File: src/design/hmd_pkg.sv
package hmd_pkg;

	typedef struct packed {
		logic       opcode;
		logic [7:0] rx_byte;
	} hmd_in_t;

	typedef struct packed {
		logic       fwd_valid;
		logic [7:0] fwd_byte;
		logic [9:0] pwm_level;
		logic [2:0] drive_mode;
		logic       sine_mode;
		logic [6:0] period_count;
		logic       led_update;
		logic [4:0] led_index;
	} hmd_out_t;

	typedef enum logic [1:0] {
		ST_IDLE,
		ST_EXEC,
		ST_SCALE,
		ST_OUT
	} hmd_state_t;

	typedef struct packed {
		logic exec;
		logic scale;
	} hmd_cmd_t;

	localparam logic [1:0] POL_NONE = 2'd0;
	localparam logic [1:0] POL_POS  = 2'd1;
	localparam logic [1:0] POL_NEG  = 2'd2;

	localparam logic [2:0] MODE_COAST  = 3'd0;
	localparam logic [2:0] MODE_SIN_P  = 3'd1;
	localparam logic [2:0] MODE_SIN_N  = 3'd2;
	localparam logic [2:0] MODE_SQ_P   = 3'd3;
	localparam logic [2:0] MODE_SQ_N   = 3'd4;
	localparam logic [2:0] MODE_SQ_NUL = 3'd5;

	localparam logic [1:0] PH_ADDR = 2'd0;
	localparam logic [1:0] PH_DUTY = 2'd1;
	localparam logic [1:0] PH_WAVE = 2'd2;

	localparam logic [9:0] SINE_TOP = 10'd799;
	localparam logic [7:0] WIN_LAST = 8'd199;
	localparam logic [7:0] WIN_HALF = 8'd100;

	function automatic logic [6:0] sine_mag(input logic [4:0] q);
		logic [6:0] t [0:16];
		t = '{7'd0, 7'd12, 7'd25, 7'd37, 7'd49, 7'd60, 7'd71, 7'd81, 7'd90,
			7'd99, 7'd106, 7'd113, 7'd118, 7'd122, 7'd125, 7'd127, 7'd127};
		return (q <= 5'd16) ? t[q] : t[5'd0];
	endfunction

	// magnitude of the signed table entry, from quarter-wave symmetry
	function automatic logic [6:0] sine_abs(input logic [5:0] i);
		logic [4:0] k;
		k = i[4:0];
		return (k <= 5'd16) ? sine_mag(k) : sine_mag(5'd0 + 5'(6'd32 - {1'b0, k}));
	endfunction

	function automatic logic [6:0] sine_us(input logic [2:0] f);
		logic [6:0] r;
		case (f)
			3'd0: r = 7'd127;
			3'd1: r = 7'd108;
			3'd2: r = 7'd92;
			3'd3: r = 7'd78;
			3'd4: r = 7'd66;
			3'd5: r = 7'd57;
			3'd6: r = 7'd49;
			default: r = 7'd41;
		endcase
		return r;
	endfunction

	function automatic logic [6:0] sq_period(input logic [2:0] f);
		logic [6:0] r;
		case (f)
			3'd0: r = 7'd85;
			3'd1: r = 7'd72;
			3'd2: r = 7'd60;
			3'd3: r = 7'd52;
			3'd4: r = 7'd44;
			3'd5: r = 7'd37;
			3'd6: r = 7'd32;
			default: r = 7'd27;
		endcase
		return r;
	endfunction

endpackage

File: src/design/haptic_motor_drive_controller.sv
// haptic motor drive controller
// in channel: in_valid/in_ready carry one word (opcode, rx_byte); opcode 0 is a
// received serial byte for the daisy-chain protocol, opcode 1 a waveform tick
// out channel: out_valid/out_ready carry exactly one result word per input word
// (forwarded byte, pwm compare level, bridge mode, period, led index)
// after acceptance the word passes the exec state (decode and update), then
// the scale state (sine scale/clamp or amplitude reciprocal), then the out
// state, where out_valid is high and the result can be taken
// the controller sequences one word at a time through the datapath
// a new word is accepted in the same cycle that the pending result is taken
// if the receiver stalls, the result holds and no new word is taken
// reset: protocol awaits an address, drive stopped (coast, level 0), sine
// waveform with frequency select 3, led index 0; ticks are ignored until a
// full command has been received
module haptic_motor_drive_controller import hmd_pkg::*; (
	input  logic     clk,
	input  logic     arst_n,
	input  logic     in_valid,
	output logic     in_ready,
	input  hmd_in_t  in_data,
	output logic     out_valid,
	input  logic     out_ready,
	output hmd_out_t out_data
);

	hmd_cmd_t cmd;

	// controller: sequence of exec, scale, present
	hmd_ctrl u_ctrl (
		.clk       (clk),
		.arst_n    (arst_n),
		.in_valid  (in_valid),
		.in_ready  (in_ready),
		.out_valid (out_valid),
		.out_ready (out_ready),
		.cmd       (cmd)
	);

	// datapath: protocol and drive state
	hmd_dp u_dp (
		.clk    (clk),
		.arst_n (arst_n),
		.load   (in_valid & in_ready),
		.din    (in_data),
		.cmd    (cmd),
		.dout   (out_data)
	);

endmodule

File: src/design/hmd_ctrl.sv
module hmd_ctrl import hmd_pkg::*; (
	input  logic     clk,
	input  logic     arst_n,
	input  logic     in_valid,
	output logic     in_ready,
	output logic     out_valid,
	input  logic     out_ready,
	output hmd_cmd_t cmd
);

	hmd_state_t state_q, state_nxt;

	always_ff @(posedge clk or negedge arst_n) begin
		if (!arst_n) begin
			state_q <= ST_IDLE;
		end else begin
			state_q <= state_nxt;
		end
	end

	always_comb begin
		state_nxt = state_q;
		unique case (state_q)
			ST_IDLE:  if (in_valid) state_nxt = ST_EXEC;
			ST_EXEC:  state_nxt = ST_SCALE;
			ST_SCALE: state_nxt = ST_OUT;
			ST_OUT:   if (out_ready) state_nxt = in_valid ? ST_EXEC : ST_IDLE;
			default:  state_nxt = ST_IDLE;
		endcase
	end

	always_comb begin
		in_ready  = 1'b0;
		out_valid = 1'b0;
		cmd       = '0;
		unique case (state_q)
			ST_IDLE:  in_ready = 1'b1;
			ST_EXEC:  cmd.exec = 1'b1;
			ST_SCALE: cmd.scale = 1'b1;
			ST_OUT: begin
				out_valid = 1'b1;
				in_ready  = out_ready;
			end
			default: ;
		endcase
	end

`ifndef ASSERT_OFF
	a_exec_after: assert property (@(posedge clk) disable iff (!arst_n)
		cmd.exec |=> cmd.scale) else $error("scale did not follow exec");
	a_out_after: assert property (@(posedge clk) disable iff (!arst_n)
		cmd.scale |=> out_valid) else $error("result not presented");
	a_accept: assert property (@(posedge clk) disable iff (!arst_n)
		(in_valid && in_ready) |=> cmd.exec) else $error("accepted word not run");
`endif

endmodule

File: src/design/hmd_dp.sv
module hmd_dp import hmd_pkg::*; (
	input  logic     clk,
	input  logic     arst_n,
	input  logic     load,
	input  hmd_in_t  din,
	input  hmd_cmd_t cmd,
	output hmd_out_t dout
);

	hmd_in_t    in_q;
	logic [1:0] phase_q;
	logic [4:0] duty_q;
	logic       sine_q;
	logic [2:0] freq_q;
	logic [6:0] pct_q;
	logic [9:0] amp_q;
	logic [5:0] sph_q;
	logic [1:0] pol_q;
	logic [7:0] win_q;
	logic       br_q, full_q, run_q;
	logic [9:0] pwm_q;
	logic [2:0] mode_q;
	logic [4:0] led_q;
	logic       fv_q, ledup_q;
	logic [7:0] fb_q;
	// pending sine product (multiply in exec, clamp in scale)
	logic       sscale_q;
	logic [16:0] prod_q;
	// pending amp scale for a sine command
	logic       ascale_q;
	logic [16:0] ampm_q;

	logic [5:0] addr;
	logic [6:0] pct_new;
	logic [11:0] d85;
	logic [5:0] si;
	logic [6:0] smag;
	logic       szero, sneg;
	logic [1:0] sgn;
	logic [7:0] widx;
	logic       on;
	logic [1:0] want;
	logic [9:0] sqtop;
	logic [9:0] fwd;
	logic [16:0] ampr;

	assign addr  = in_q.rx_byte[6:1];
	assign d85   = 12'(duty_q) * 12'd85;
	assign pct_new = (duty_q == 5'd0) ? 7'd0 :
		((7'd15 + 7'(d85 >> 5)) > 7'd100 ? 7'd100 : 7'd15 + 7'(d85 >> 5));
	assign si    = sph_q + 6'd1;
	assign smag  = sine_abs(si);
	assign szero = (smag == 7'd0);
	assign sneg  = si[5];
	assign sgn   = szero ? pol_q : (sneg ? POL_NEG : POL_POS);
	assign widx  = (win_q >= WIN_LAST) ? 8'd0 : win_q + 8'd1;
	assign on    = (widx < {1'b0, pct_q}) ||
		(widx >= WIN_HALF && 9'(widx) < 9'd100 + 9'(pct_q));
	assign want  = (widx >= WIN_HALF) ? POL_NEG : POL_POS;
	assign sqtop = 10'(({3'd0, sq_period(freq_q)} + 10'd1) << 2) - 10'd1;
	assign fwd   = (prod_q[16:7] >= SINE_TOP) ? SINE_TOP : prod_q[16:7];
	// (799*pct+50)/100 via reciprocal: x*5243 >> 19 is exact for x < 43690 and
	// for every percentage the duty decode can give (none leaves x mod 100 at 99)
	assign ampr  = 17'((34'(ampm_q) * 34'd5243) >> 19);

	always_ff @(posedge clk) begin
		if (load) in_q <= din;
	end

	always_ff @(posedge clk or negedge arst_n) begin
		if (!arst_n) begin
			phase_q <= PH_ADDR; duty_q <= '0; sine_q <= 1'b1; freq_q <= 3'd3;
			pct_q <= '0; amp_q <= '0; sph_q <= '0; pol_q <= POL_NONE;
			win_q <= '0; br_q <= 1'b0; full_q <= 1'b0; run_q <= 1'b0;
			pwm_q <= '0; mode_q <= MODE_COAST; led_q <= '0;
			fv_q <= 1'b0; fb_q <= '0; ledup_q <= 1'b0;
			sscale_q <= 1'b0; ascale_q <= 1'b0; prod_q <= '0; ampm_q <= '0;
		end else if (cmd.exec) begin
			fv_q <= 1'b0; fb_q <= '0; ledup_q <= 1'b0;
			sscale_q <= 1'b0; ascale_q <= 1'b0;
			if (!in_q.opcode) begin
				if (!in_q.rx_byte[7]) begin
					phase_q <= PH_ADDR;
					if (addr != 6'd0) begin
						fv_q <= 1'b1;
						fb_q <= {1'b0, addr - 6'd1, in_q.rx_byte[0]};
					end else if (!in_q.rx_byte[0]) begin
						mode_q <= MODE_COAST; pwm_q <= '0; pct_q <= '0;
						br_q <= 1'b0; full_q <= 1'b0; run_q <= 1'b0;
					end else begin
						phase_q <= PH_DUTY;
					end
				end else if (phase_q == PH_ADDR) begin
					fv_q <= 1'b1; fb_q <= in_q.rx_byte;
				end else if (phase_q == PH_DUTY) begin
					duty_q <= in_q.rx_byte[4:0];
					phase_q <= PH_WAVE;
				end else begin
					sine_q <= in_q.rx_byte[3];
					freq_q <= in_q.rx_byte[2:0];
					pct_q <= pct_new;
					if (led_q != duty_q) begin
						led_q <= duty_q; ledup_q <= 1'b1;
					end
					if (in_q.rx_byte[3]) begin
						mode_q <= MODE_COAST; pwm_q <= '0; sph_q <= '0;
						pol_q <= POL_NONE;
						ascale_q <= 1'b1;
						ampm_q <= 17'(pct_new) * 17'd799 + 17'd50;
					end else begin
						mode_q <= MODE_SQ_NUL; win_q <= '0; br_q <= 1'b0;
						full_q <= 1'b0; pol_q <= POL_NONE;
					end
					run_q <= 1'b1;
					phase_q <= PH_ADDR;
				end
			end else if (run_q) begin
				if (sine_q) begin
					sph_q <= si;
					pol_q <= sgn;
					if (amp_q == 10'd0) begin
						mode_q <= MODE_COAST; pwm_q <= '0;
					end else begin
						if (sgn != pol_q) mode_q <= (sgn == POL_POS) ? MODE_SIN_P : MODE_SIN_N;
						prod_q <= 17'(amp_q) * 17'(smag) + 17'd64;
						sscale_q <= 1'b1;
					end
				end else begin
					win_q <= widx;
					if (on) begin
						if (!br_q || pol_q != want) begin
							mode_q <= (want == POL_POS) ? MODE_SQ_P : MODE_SQ_N;
							pol_q <= want; br_q <= 1'b1;
						end
						if (!full_q) begin
							pwm_q <= sqtop; full_q <= 1'b1;
						end
					end else begin
						if (br_q) begin
							mode_q <= MODE_SQ_NUL; br_q <= 1'b0;
						end
						if (full_q) begin
							pwm_q <= '0; full_q <= 1'b0;
						end
					end
				end
			end
		end else if (cmd.scale) begin
			if (sscale_q) pwm_q <= SINE_TOP - fwd;
			if (ascale_q) amp_q <= ampr[9:0];
		end
	end

	always_comb begin
		dout.fwd_valid    = fv_q;
		dout.fwd_byte     = fb_q;
		dout.pwm_level    = pwm_q;
		dout.drive_mode   = mode_q;
		dout.sine_mode    = sine_q;
		dout.period_count = sine_q ? sine_us(freq_q) : sq_period(freq_q);
		dout.led_update   = ledup_q;
		dout.led_index    = led_q;
	end

`ifndef ASSERT_OFF
	a_pwm_range: assert property (@(posedge clk) disable iff (!arst_n)
		pwm_q <= SINE_TOP) else $error("pwm level out of range");
	a_stop: assert property (@(posedge clk) disable iff (!arst_n)
		$fell(run_q) |-> (pwm_q == 10'd0 && mode_q == MODE_COAST))
		else $error("stop left bridge driven");
	a_fwd: assert property (@(posedge clk) disable iff (!arst_n)
		!fv_q |-> fb_q == 8'd0) else $error("forward byte without valid");
`endif

endmodule
File: config.mk
export PLATFORM = sky130hd
export DESIGN_NAME = haptic_motor_drive_controller
export DESIGN_NICKNAME = d
export VERILOG_FILES = /design/src/design/hmd_pkg.sv /design/src/design/haptic_motor_drive_controller.sv /design/src/design/hmd_ctrl.sv /design/src/design/hmd_dp.sv
export SDC_FILE = /design/constraint.sdc
export NUM_CORES = 1
export LEC_CHECK = 0
export BUFFER_PORTS_ARGS = -buffer_cell sky130_fd_sc_hd__buf_2
export CAP_MARGIN = 20
export CORE_ASPECT_RATIO = 2
export CORE_MARGIN = 3
export CORE_UTILIZATION = 38
export CTS_CLUSTER_SIZE = 10
export DETAILED_ROUTE_END_ITERATION = 8
export PLACE_DENSITY = 0.61
export SLEW_MARGIN = 10
export SYNTH_ARGS = -nofsm -noshare
export SYNTH_HDL_FRONTEND = slang
export SYNTH_SLANG_ARGS = --single-unit
File: constraint.sdc
create_clock -name clk -period 7.08 [get_ports clk]
set_input_delay 0.354 -clock clk [delete_from_list [all_inputs] [get_ports clk]]
set_output_delay 0.354 -clock clk [all_outputs]
set_load 0.005 [all_outputs]
==> Word-level counts from Yosys, hierarchy flattened <==
Memory sizes are Yosys's and may differ from the RTL's.
Index checks and enable logic that the tools add are counted.
{ "op_classes": {"reduce_logical": 31, "eq_ne": 47, "addsub": 11, "mul": 4, "n_bitwise": 8, "mux": 128, "magnitude_cmp": 10} }
{ "op_table": {"columns": ["operator", "count"], "rows": [
  ["two-way mux 10 bit", 17],
  ["two-way mux 7 bit", 15],
  ["case mux 7 bit (7 select lines)", 2],
  ["two-way mux 8 bit", 11],
  ["two-way mux 3 bit", 15],
  ["two-way mux 6 bit", 7],
  ["two-way mux 1 bit", 41],
  ["two-way mux 2 bit", 18],
  ["multiplier 17 x 13 -> 29 bit, second input constant", 1],
  ["AND reduction 7 bit", 3],
  ["AND reduction 6 bit", 3],
  ["AND reduction 9 bit", 2],
  ["adder 17 x 6 -> 17 bit, second input constant", 1],
  ["adder 17 x 7 -> 17 bit, second input constant", 1],
  ["multiplier 10 x 7 -> 17 bit", 1],
  ["multiplier 7 x 10 -> 17 bit, second input constant", 1],
  ["inequality test 4 bit, second input constant", 4],
  ["AND reduction 5 bit", 3],
  ["inequality test 2 bit, second input constant", 7],
  [">= comparator 6 bit, second input constant", 2],
  ["multiplier 5 x 7 -> 12 bit, second input constant", 1],
  ["inequality test 3 bit, second input constant", 4],
  ["inequality test 4 x 3 -> 1 bit, second input constant", 3],
  ["inverter 5 -> 6 bit", 2],
  ["other kinds (46)", 74]
]} }
{ "totals": {"elab_cells": 266, "romBits": 448, "in_bits": 13, "mem_count": 2, "ff_bits": 122} }
{ "mem_list": {"columns": ["name", "depth", "width", "rd", "rd_ports_with_merged_regs", "write_ports", "line_no", "source"], "rows": [
  ["(name not given)", 32, 7, 1, 0, 0, "hmd_pkg.sv:54", "return (q <= 5'd16) ? t[q] : t[5'd0];"],
  ["(name not given)", 32, 7, 1, 0, 0, "hmd_pkg.sv:54", null]
]} }

==> Logic depth before layout (Yosys ltp) <==
Gate-level depths: netlist of run 1.
{ "logic_depth": {"ltp_word": 17, "depth_mapped": 33} }

==> By module <==
Synthesis of run 1 repeated with hierarchy kept, for this count alone.
{ "unflattened": {"hier_cells": 1617, "hier_area_um2": 14770.4} }
{ "modules_own_cells": {"columns": ["module", "instances", "cells_per_inst", "area_each_um2", "seq_area_each_um2"], "rows": [
  ["hmd_dp", 1, 1596, 14561.5, 2876.5],
  ["hmd_ctrl", 1, 20, 202.7, 50.0],
  ["haptic_motor_drive_controller", 1, 1, 6.3, 0.0]
]} }

==> Worst setup path before layout of run 1 <==
No wires, ideal clock.
{ "synth_path": {"kind": "flip-flop to flip-flop", "start": "reg u_dp.duty_q[2]", "end": "reg u_dp.ampm_q[15]", "arrival_ns": 7.281, "setup_slack_ns": -0.337, "required_ns": 6.945, "path_stages_with_launch": 29, "n_path_buf": 1, "path_cell_list": "dfrtp_1 > ha_1 > fa_1 > fa_1 > ha_1 > clkbuf_1 > a31o_2 > a21oi_1 > o21a_1 > a311oi_1 > xnor2_1 > nor2b_1 > inv_1 > fa_1 > fa_1 > inv_1 > fa_1 > fa_1 > inv_1 > ha_1 > a21oi_1 > o21bai_1 > a21oi_1 > nor2b_1 > o21ai_0 > a21oi_1 > o41ai_1 > xor2_1 > o21ai_0"} }
{ "synth_between": {"elab_chain_len": 7, "word_cells_on_any_way": 8, "classes_between": "2 x add/sub; 2 x mul; 1 x order compare; 2 x mux; 1 x reduce/logical"} }
{ "synth_lines": {"columns": ["element", "line_no", "source"], "rows": [
  ["start, declared", "hmd_dp.sv:12", "logic [4:0] duty_q;"],
  ["start signal, assigned", "hmd_dp.sv:96", "duty_q <= in_q.rx_byte[4:0];"],
  ["multiplier 5 x 7 -> 12 bit", "hmd_dp.sv:48", "assign d85 = 12'(duty_q) * 12'd85;"],
  ["adder 4 x 7 -> 7 bit", "hmd_dp.sv:50", "((7'd15 + 7'(d85 >> 5)) > 7'd100 ? 7'd100 : 7'd15 + 7'(d85 >> 5));"],
  ["> comparator 7 bit", "hmd_dp.sv:50", null],
  ["two-way mux 7 bit", "hmd_dp.sv:50", null],
  ["two-way mux 7 bit *", "hmd_dp.sv:49", "assign pct_new = (duty_q == 5'd0) ? 7'd0 :"],
  ["multiplier 7 x 10 -> 17 bit *", "hmd_dp.sv:109", "ampm_q <= 17'(pct_new) * 17'd799 + 17'd50;"],
  ["adder 17 x 6 -> 17 bit *", "hmd_dp.sv:109", null],
  ["end signal, assigned", "hmd_dp.sv:109", null],
  ["end, declared", "hmd_dp.sv:31", "logic [16:0] ampm_q;"]
]} }
Every way passes the cells marked *; elsewhere a longest branch is shown, timed or not.
A chain may end at the register's enable or synchronous reset.

==> Worst setup path in the final report of run 1 <==
Same ends and word-level chain as after synthesis.

==> results.txt, run 1 <==
----------------------------------------------------
[Run status]
  Run status ... completed

[Placement]
  Count of buffers inserted at the top-level ports ... 50
  Detailed Place HPWL ... 30.3 mm
  Area after detailed placement ... 0.0158 mm2
  Post-placement cell count ... 2121
  Placer's final routability congestion estimate ... 0.886

[Global routing]
  Fraction of met1 tracks used by global routing ... 0.184
  Most Used Layer, Global Route ... met2
  Overall routing resource usage ... 0.184
  Met3 usage in global routing ... 0.0226
  Largest net degree at the start of global routing ... 68
  Global-route congestion overflow total ... 0
  M2 GR Usage ... 0.367
  Antenna violations before repair ... 0
  Vias in the first global route ... 12300
  First-pass GRT wire length ... 60.0 mm

[Timing]
  Transition at the pin with the smallest max-transition slack ... 993 ps
  Max Slew Vio Count ... 0
  Total setup violations reported at the end of the flow ... 0
  Peak Freq ... 0.144 GHz
  Setup repair after global routing missed its margin ... true
  Worst clock skew ... 17.0 ps
  Final critical-path share of the clock period ... 0.980
  Clock period minus worst slack ... 6940 ps
  Slew margin rel. ... 0.334
  Endpoints failing hold ... 0

[Die]
  Area of the core ... 0.0375 mm2
  Die outline width ... 144 um
  Vertical die dimension ... 283 um
  Number of cell rows ... 100
  Effective utilization at floorplan ... 0.388
  Top-Level Pins ... 51
  Die outline area ... 0.0409 mm2

[Route]
  First-pass DRT Iterations ... 5
  Final wirelength ... 36.6 mm
  Via count of the routed design ... 11500
  Average wire length per cell after detail routing ... 16.9 um
  DRC violation count after routing ... 0
  Count of nets left with antenna violations after detail routing ... 0
  Iteration-0 DRC count of the detailed router ... 384
  Routed via count divided by cell count ... 5.32

[Logic synthesis]
  Post-synthesis area per instance ... 9.19 um2
  Number of enable flip-flop cells after synthesis ... 9
  Asr flop ratio synth ... 0.922
  Number of instances in the synthesized netlist ... 1585
  Most common flop cell mapped by yosys ... sky130_fd_sc_hd__dfrtp_1
  Sequential share of the synthesized area ... 0.201
  Synth Cell Area ... 0.0146 mm2
  Net Count, Synth ... 1964
  Count of distinct cell types in the synthesized netlist ... 80
  Yosys warning count ... 0
  Count of state elements after synthesis ... 115

[Clocking]
  CTS root buffer ... sky130_fd_sc_hd__clkbuf_16
  Clock Sinks ... 115
  Clock input transition at the sequential cells of the worst setup and hold paths ... 60 ps
  Longest Clk Path Bufs ... 2
  TritonCTS Buffers ... 17
  CTS tree ... yes
  H-tree levels ... 4
  Worst skew pair latency ... 450 ps

[Pwr]
  Peak supply drop ... 0.170 mV
  Total leakage power ... 8.92 nW
  Overall power of the completed layout ... 2.40 mW
  Power per unit of standard cell area ... 142 mW/mm2

[Critical path]
  Startpoint Class ... flop
  Largest fanout on the critical path ... 8
  Biggest cell delay along the critical path ... 560 ps
  WP data required ... 7360 ps
  Arrival time reported for the critical path endpoint ... 7210 ps
  Crit path capture type ... flop
  Kind of critical path ... reg2reg
  Slowest library cell on the worst path ... sky130_fd_sc_hd__fa_1
  Cell repeated most along the worst path ... sky130_fd_sc_hd__fa_1

[Hold path]
  Classification of the worst-slack hold path ... in2reg

[Final layout]
  Area growth from synthesis to layout ... 15.6%
  Util after Layout ... 0.449
  Most used cells in the layout excluding fill and tap cells ... sky130_fd_sc_hd__inv_1, sky130_fd_sc_hd__ha_1, sky130_fd_sc_hd__nand2_1
  Ant. Diodes ... 0
  Most common library cell in the layout ignoring fill and taps ... sky130_fd_sc_hd__inv_1
  Post-Layout Cell Count ... 2169
  Fraction of final layout cells sized beyond drive strength 1 ... 0.157
  Final instance area ... 0.0168 mm2
  Total Nets Final ... 2076

[Run]
  Max-capacitance violation count ... 0

----------------------------------------------------
## cell usage after synthesis, types with 4 or more instances
library cell / instances / share of area
sky130_fd_sc_hd__edfxtp_1: 9 / 0.019
sky130_fd_sc_hd__a31oi_1: 4 / 0.0017
sky130_fd_sc_hd__mux2_2: 11 / 0.0085
sky130_fd_sc_hd__a311oi_1: 4 / 0.0024
sky130_fd_sc_hd__and2_1: 38 / 0.016
sky130_fd_sc_hd__xor2_1: 27 / 0.016
sky130_fd_sc_hd__o21ai_0: 90 / 0.031
sky130_fd_sc_hd__nor2b_1: 19 / 0.0082
sky130_fd_sc_hd__dfrtp_1: 103 / 0.18
sky130_fd_sc_hd__nand2b_1: 15 / 0.0064
sky130_fd_sc_hd__a21o_1: 18 / 0.0093
sky130_fd_sc_hd__clkbuf_1: 36 / 0.0093
sky130_fd_sc_hd__o31ai_1: 8 / 0.0041
sky130_fd_sc_hd__fa_1: 140 / 0.19
sky130_fd_sc_hd__a211o_1: 7 / 0.0042
sky130_fd_sc_hd__inv_1: 252 / 0.065
sky130_fd_sc_hd__buf_2: 10 / 0.0034
sky130_fd_sc_hd__mux2_1: 11 / 0.0085
sky130_fd_sc_hd__nor4_1: 5 / 0.0021
sky130_fd_sc_hd__buf_4: 4 / 0.0021
sky130_fd_sc_hd__o21ai_1: 6 / 0.0021
sky130_fd_sc_hd__and3_1: 8 / 0.0034
sky130_fd_sc_hd__a211oi_1: 13 / 0.0067
sky130_fd_sc_hd__or3_1: 5 / 0.0021
sky130_fd_sc_hd__nand4_1: 7 / 0.0030
sky130_fd_sc_hd__nor3_1: 34 / 0.012
sky130_fd_sc_hd__nor2_1: 46 / 0.012
sky130_fd_sc_hd__o21a_1: 5 / 0.0026
sky130_fd_sc_hd__a21oi_1: 49 / 0.017
sky130_fd_sc_hd__o21bai_1: 4 / 0.0021
sky130_fd_sc_hd__nor3b_1: 7 / 0.0036
sky130_fd_sc_hd__o32ai_1: 5 / 0.0030
sky130_fd_sc_hd__buf_1: 9 / 0.0023
sky130_fd_sc_hd__nand4b_1: 6 / 0.0036
sky130_fd_sc_hd__o211ai_1: 4 / 0.0021
sky130_fd_sc_hd__nand3_1: 36 / 0.012
sky130_fd_sc_hd__o22ai_1: 9 / 0.0039
sky130_fd_sc_hd__ha_1: 226 / 0.19
sky130_fd_sc_hd__xnor2_1: 39 / 0.023
sky130_fd_sc_hd__a22o_1: 13 / 0.0078
sky130_fd_sc_hd__nand2_1: 167 / 0.043
sky130_fd_sc_hd__nor4b_1: 4 / 0.0024
sky130_fd_sc_hd__mux2i_1: 12 / 0.0082
## cell type report
class / instances / area, um2
Tap cell: 459 / 574
Fill cell: 3643 / 20700
Clock inverter: 15 / 143
Multi-Input combinational cell: 1158 / 10800
Timing Repair Buffer: 152 / 1030
Clock buffer: 17 / 425
Inverter: 253 / 953
Sequential cell: 115 / 2930
## metal layers
layer  part of all wire  up-vias
met5                  0        -
li1                   -     5536
met3              0.019       82
met1               0.36     5741
met2               0.59      185
met4              0.033        0
## path summary, 6_finish.rpt
kind                                            start                           to  slack (ps)  depth (start not counted)
max                        u_dp.duty_q[2]$_DFFE_PN0P_  u_dp.ampm_q[15]$_DFFE_PN0P_         140                         29
min                                        in_data[1]       u_dp.addr[0]$_DFFE_PP_          90                          1
max reg2reg                u_dp.duty_q[2]$_DFFE_PN0P_  u_dp.ampm_q[15]$_DFFE_PN0P_         140                         29
min reg2reg                 u_dp.pwm_q[2]$_DFFE_PN0P_    u_dp.pwm_q[2]$_DFFE_PN0P_         480                          1
max in group asynchronous                      arst_n    u_dp.sscale_q$_DFFE_PN0P_        5320                          3
min in group asynchronous                      arst_n    u_dp.win_q[2]$_DFFE_PN0P_         450                          2
## power breakdown
part / internal, mW / switching [mW]
combinational: 0.339 / 0.411
clock: 0.511 / 0.328
sequential: 0.736 / 0.0734
total: 1.59 / 0.813
## critical path, delay by kind of cell (launching register included)
kind | cells | cell delay (ps)
fa+ha+maj | 8 | 3150
compound gates | 9 | 1660
simple gates | 5 | 810
xor+xnor | 4 | 620
flops | 1 | 410
buf+inv | 3 | 130
## logic make-up (layout without fill, tap and decap cells)
logic type      after synthesis  in the layout  share of synthesized area
compound gates              277            277                      0.124
buf+inv                     312            437                     0.0822
simple gates                413            413                      0.139
xor+xnor                     68             68                     0.0419
flops                       115            115                      0.201
mux                          34             34                     0.0252
fa+ha+maj                   366            366                      0.386
## registers in the layout (all words and copies together) (netlist names), 2 cells and up
register,count
u_dp.in_q,3
u_dp.sph_q,6
u_dp.phase_q,2
u_dp.addr,6
u_ctrl.state_q,2
u_dp.led_q,5
u_dp.win_q,8
u_dp.prod_q,10
u_dp.pwm_q,10
u_dp.pct_q,7
u_dp.mode_q,3
u_dp.freq_q,3
u_dp.fb_q,8
u_dp.pol_q,2
u_dp.duty_q,5
u_dp.ampm_q,17
u_dp.amp_q,10
## metrics by stage
step	TNS (ps)	hold WS, ps	setup slack (ps)
after global routing	-615	68.8	-203
final	0	88.3	144
after global placement	-173	379	-130
after CTS	0	58.3	0.544
after detailed placement	-671	388	-230
after floorplan	-58.7	58.4	-58.7
## repair_timing
item | 4_1_cts | 5_1_grt
pin swaps | 15 | 47
setup endpoints to repair | 7 | 15
setup buffers | 8 | 8
hold buffers | 1 | 0
endpoints found under the hold margin | 39 | 0
resized for setup | 19 | 53
Power figures use the tool's default switching activity.
==> run 2, diff against run 1 <==
CORE_UTILIZATION = 25   (was 38)
PLACE_DENSITY = 0.46   (was 0.61)
==> run 2 against run 1 <==
  * Worst setup slack lost 15 ps
  * Global-route usage shrank 5.1 points
  * Combinational power up 1%
  * Flip-flop and latch count stayed put
  * Critical endpoint unchanged
  * Largest power group unchanged
==> results.txt, run 2 (same netlist as run 1, synthesis figures left out) <==
----------------------------------------------------
[Run status]
  Run status ... completed

[Final layout]
  Area growth from synthesis to layout ... 19.1%
  Total Nets Final ... 2096 (+0.96%)
  Largest register FFs ... 17 (unchanged)
  Ant. Diodes ... 0 (unchanged)
  Fill cell instance count of the final layout ... 6045 (+66%)
  Top reg by flops ... u_dp.ampm_q
  Most used cells in the layout excluding fill and tap cells ... sky130_fd_sc_hd__inv_1, sky130_fd_sc_hd__ha_1, sky130_fd_sc_hd__nand2_1
  Fraction of final layout cells sized beyond drive strength 1 ... 0.162 (+0.00522)
  Most common library cell in the layout ignoring fill and taps ... sky130_fd_sc_hd__inv_1

[Die]
  Effective utilization at floorplan ... 0.254 (-0.134)
  Die outline width ... 177 um (+22%)
  Die outline area ... 0.0614 mm2 (+50%)
  Vertical die dimension ... 347 um (+23%)
  Area of the core ... 0.0574 mm2 (+53%)
  Number of cell rows ... 124 (+24%)
  Top-Level Pins ... 51 (unchanged)

[Pwr]
  Power per unit of standard cell area ... 142 mW/mm2 (-0.25%)
  Total leakage power ... 9.02 nW (+1.1%)
  Peak supply drop ... 0.121 mV (-29%)
  Overall power of the completed layout ... 2.46 mW (+2.7%)

[Critical path]
  Reg-to-reg endpoint ... u_dp.ampm_q[15]$_DFFE_PN0P_
  WP data required ... 7360 ps (about the same)
  Biggest cell delay along the critical path ... 570 ps (about the same)
  Critical path buffers and inverters ... 6 (+3)
  Kind of critical path ... reg2reg
  Slowest library cell on the worst path ... sky130_fd_sc_hd__fa_1
  Launch point of the critical path ... u_dp.duty_q[2]$_DFFE_PN0P_
  Largest fanout on the critical path ... 6 (-2)
  Category of cells accounting for the largest share of critical-path delay ... adder cells
  Arrival time reported for the critical path endpoint ... 7230 ps (+20 ps)
  CP endpoint ... u_dp.ampm_q[15]$_DFFE_PN0P_
  Startpoint Class ... flop
  Number of cells on the worst reg-to-reg path ... 30 (+3.4%)
  Reg-to-reg setup timing slack ... 130 ps (-20 ps)
  Crit path capture type ... flop
  Startpoint of the worst register-to-register path ... u_dp.duty_q[2]$_DFFE_PN0P_
  Number of stages on the worst setup path ... 30 (+3.4%)

[Timing]
  Slew margin rel. ... 0.374 (+0.0398)
  Final critical-path share of the clock period ... 0.982 (+0.00215)
  Worst clock skew ... 13.8 ps (-3.23 ps)
  Transition at the pin with the smallest max-transition slack ... 937 ps (-56.5 ps)
  Clock period minus worst slack ... 6950 ps (+15.2 ps)
  Total setup violations reported at the end of the flow ... 0 (unchanged)
  Worst Hold Margin ... 91.5 ps (+3.24 ps)
  Final Worst Setup Slack ... 129 ps (-15.2 ps)
  Endpoints failing hold ... 0 (unchanged)
  Peak Freq ... 0.144 GHz (-0.22%)
  Aggregate negative setup slack ... 0 ps (unchanged)
  Setup repair after global routing missed its margin ... true
  Max Slew Vio Count ... 0 (unchanged)

[Clocking]
  CTS root buffer ... sky130_fd_sc_hd__clkbuf_16
  Clock input transition at the sequential cells of the worst setup and hold paths ... 60 ps (about the same)
  CTS tree ... yes
  H-tree levels ... 4 (unchanged)
  Clock Sinks ... 115 (unchanged)
  Longest Clk Path Bufs ... 2 (unchanged)
  TritonCTS Buffers ... 17 (unchanged)
  Worst skew pair latency ... 440 ps (about the same)

[Route]
  First-pass DRT Iterations ... 6 (+1)
  Routed via count divided by cell count ... 4.59 (-14%)
  DRC violation count after routing ... 0 (unchanged)
  Count of nets left with antenna violations after detail routing ... 0 (unchanged)
  Final wirelength ... 39.6 mm (+8.3%)
  Average wire length per cell after detail routing ... 15.9 um (-5.5%)
  Via count of the routed design ... 11400 (-1.2%)
  Iteration-0 DRC count of the detailed router ... 404 (+5.2%)

[Global routing]
  Global-route congestion overflow total ... 0 (unchanged)
  Antenna violations before repair ... 0 (unchanged)
  Overall routing resource usage ... 0.133 (-0.0507)
  Largest net degree at the start of global routing ... 67 (-1.5%)
  First-pass GRT wire length ... 64.4 mm (+7.3%)
  Vias in the first global route ... 12200 (-0.24%)

[Placement]
  Detailed Place HPWL ... 33.5 mm (+11%)
  Placer's final routability congestion estimate ... 0.882 (-0.54%)
  Count of buffers inserted at the top-level ports ... 50 (unchanged)
  Pre-CTS WS ... -314 ps (-84.6 ps)

[Run]
  Max-capacitance violation count ... 0 (unchanged)

[Hold path]
  Classification of the worst-slack hold path ... in2reg

----------------------------------------------------
## run 2: cell count changes in the layout (fill, tap and decap cells not counted), moves of 3 or more
cell                         previous run  this run
sky130_fd_sc_hd__ha_4                  10         7
sky130_fd_sc_hd__clkinvlp_4             6         3
sky130_fd_sc_hd__buf_4                 99       119
sky130_fd_sc_hd__ha_1                 214       219
sky130_fd_sc_hd__xnor2_1               35        38
## run 2: report_power, final
part / internal [mW] / total, mW / switching, mW
Sequential: 0.736 / 0.817 / 0.0817
Combinational: 0.348 / 0.761 / 0.413
Clock: 0.566 / 0.886 / 0.320
## run 2: stage by stage
stage / util / instance area [um2] / instances
2_1_floorplan: - / 14600 / 1585
3_3_place_gp: 0.285 / 16300 / 2435
3_5_place_dp: 0.285 / 16300 / 2435
4_1_cts: 0.298 / 17100 / 2476
5_1_grt: 0.302 / 17400 / 2485
6_report: 0.302 / 17400 / 2485
## run 2: worst min path at each step
stage | to | cells after the start | startpoint
2_1_floorplan | u_ctrl.state_q[0]$_DFFE_PN0P_ | 0 | arst_n
3_3_place_gp | u_dp.sph_q[2]$_DFFE_PN0P_ | 1 | arst_n
3_5_place_dp | u_dp.sph_q[2]$_DFFE_PN0P_ | 1 | arst_n
4_1_cts | u_dp.addr[3]$_DFFE_PP_ | 1 | in_data[4]
5_1_grt | u_dp.in_q[0]$_DFFE_PP_ | 1 | in_data[0]
6_report | u_dp.addr[3]$_DFFE_PP_ | 1 | in_data[4]
## run 2: per-layer routing
metal / up-vias / part of all wire / global-route usage
met1: 5652 / 0.38 / 0.139
met4: 0 / 0.027 / 0.0446
met2: 139 / 0.57 / 0.267
li1: 5569 / - / -
met5: - / 0 / 0
met3: 48 / 0.023 / 0.0160
## run 2: layout make-up
class                   count  area, um2  area share
well taps                 756        946      0.0545
flip-flops and latches    115       2930       0.169
repair buffers            172       1200      0.0691
inverters                 253        953      0.0549
clock inverters            10        131     0.00757
clock buffers              21        460      0.0265
multi-input cells        1158      10700       0.619
## run 2: timing repair
action                                 in CTS  in global routing
buffers inserted                            9                 11
cloned                                      0                  0
pin swaps                                  21                 37
endpoints found under the hold margin      40                  0
gates resized for setup                    14                 44
setup endpoints to repair                   6                 15
hold buffers                                1                  0
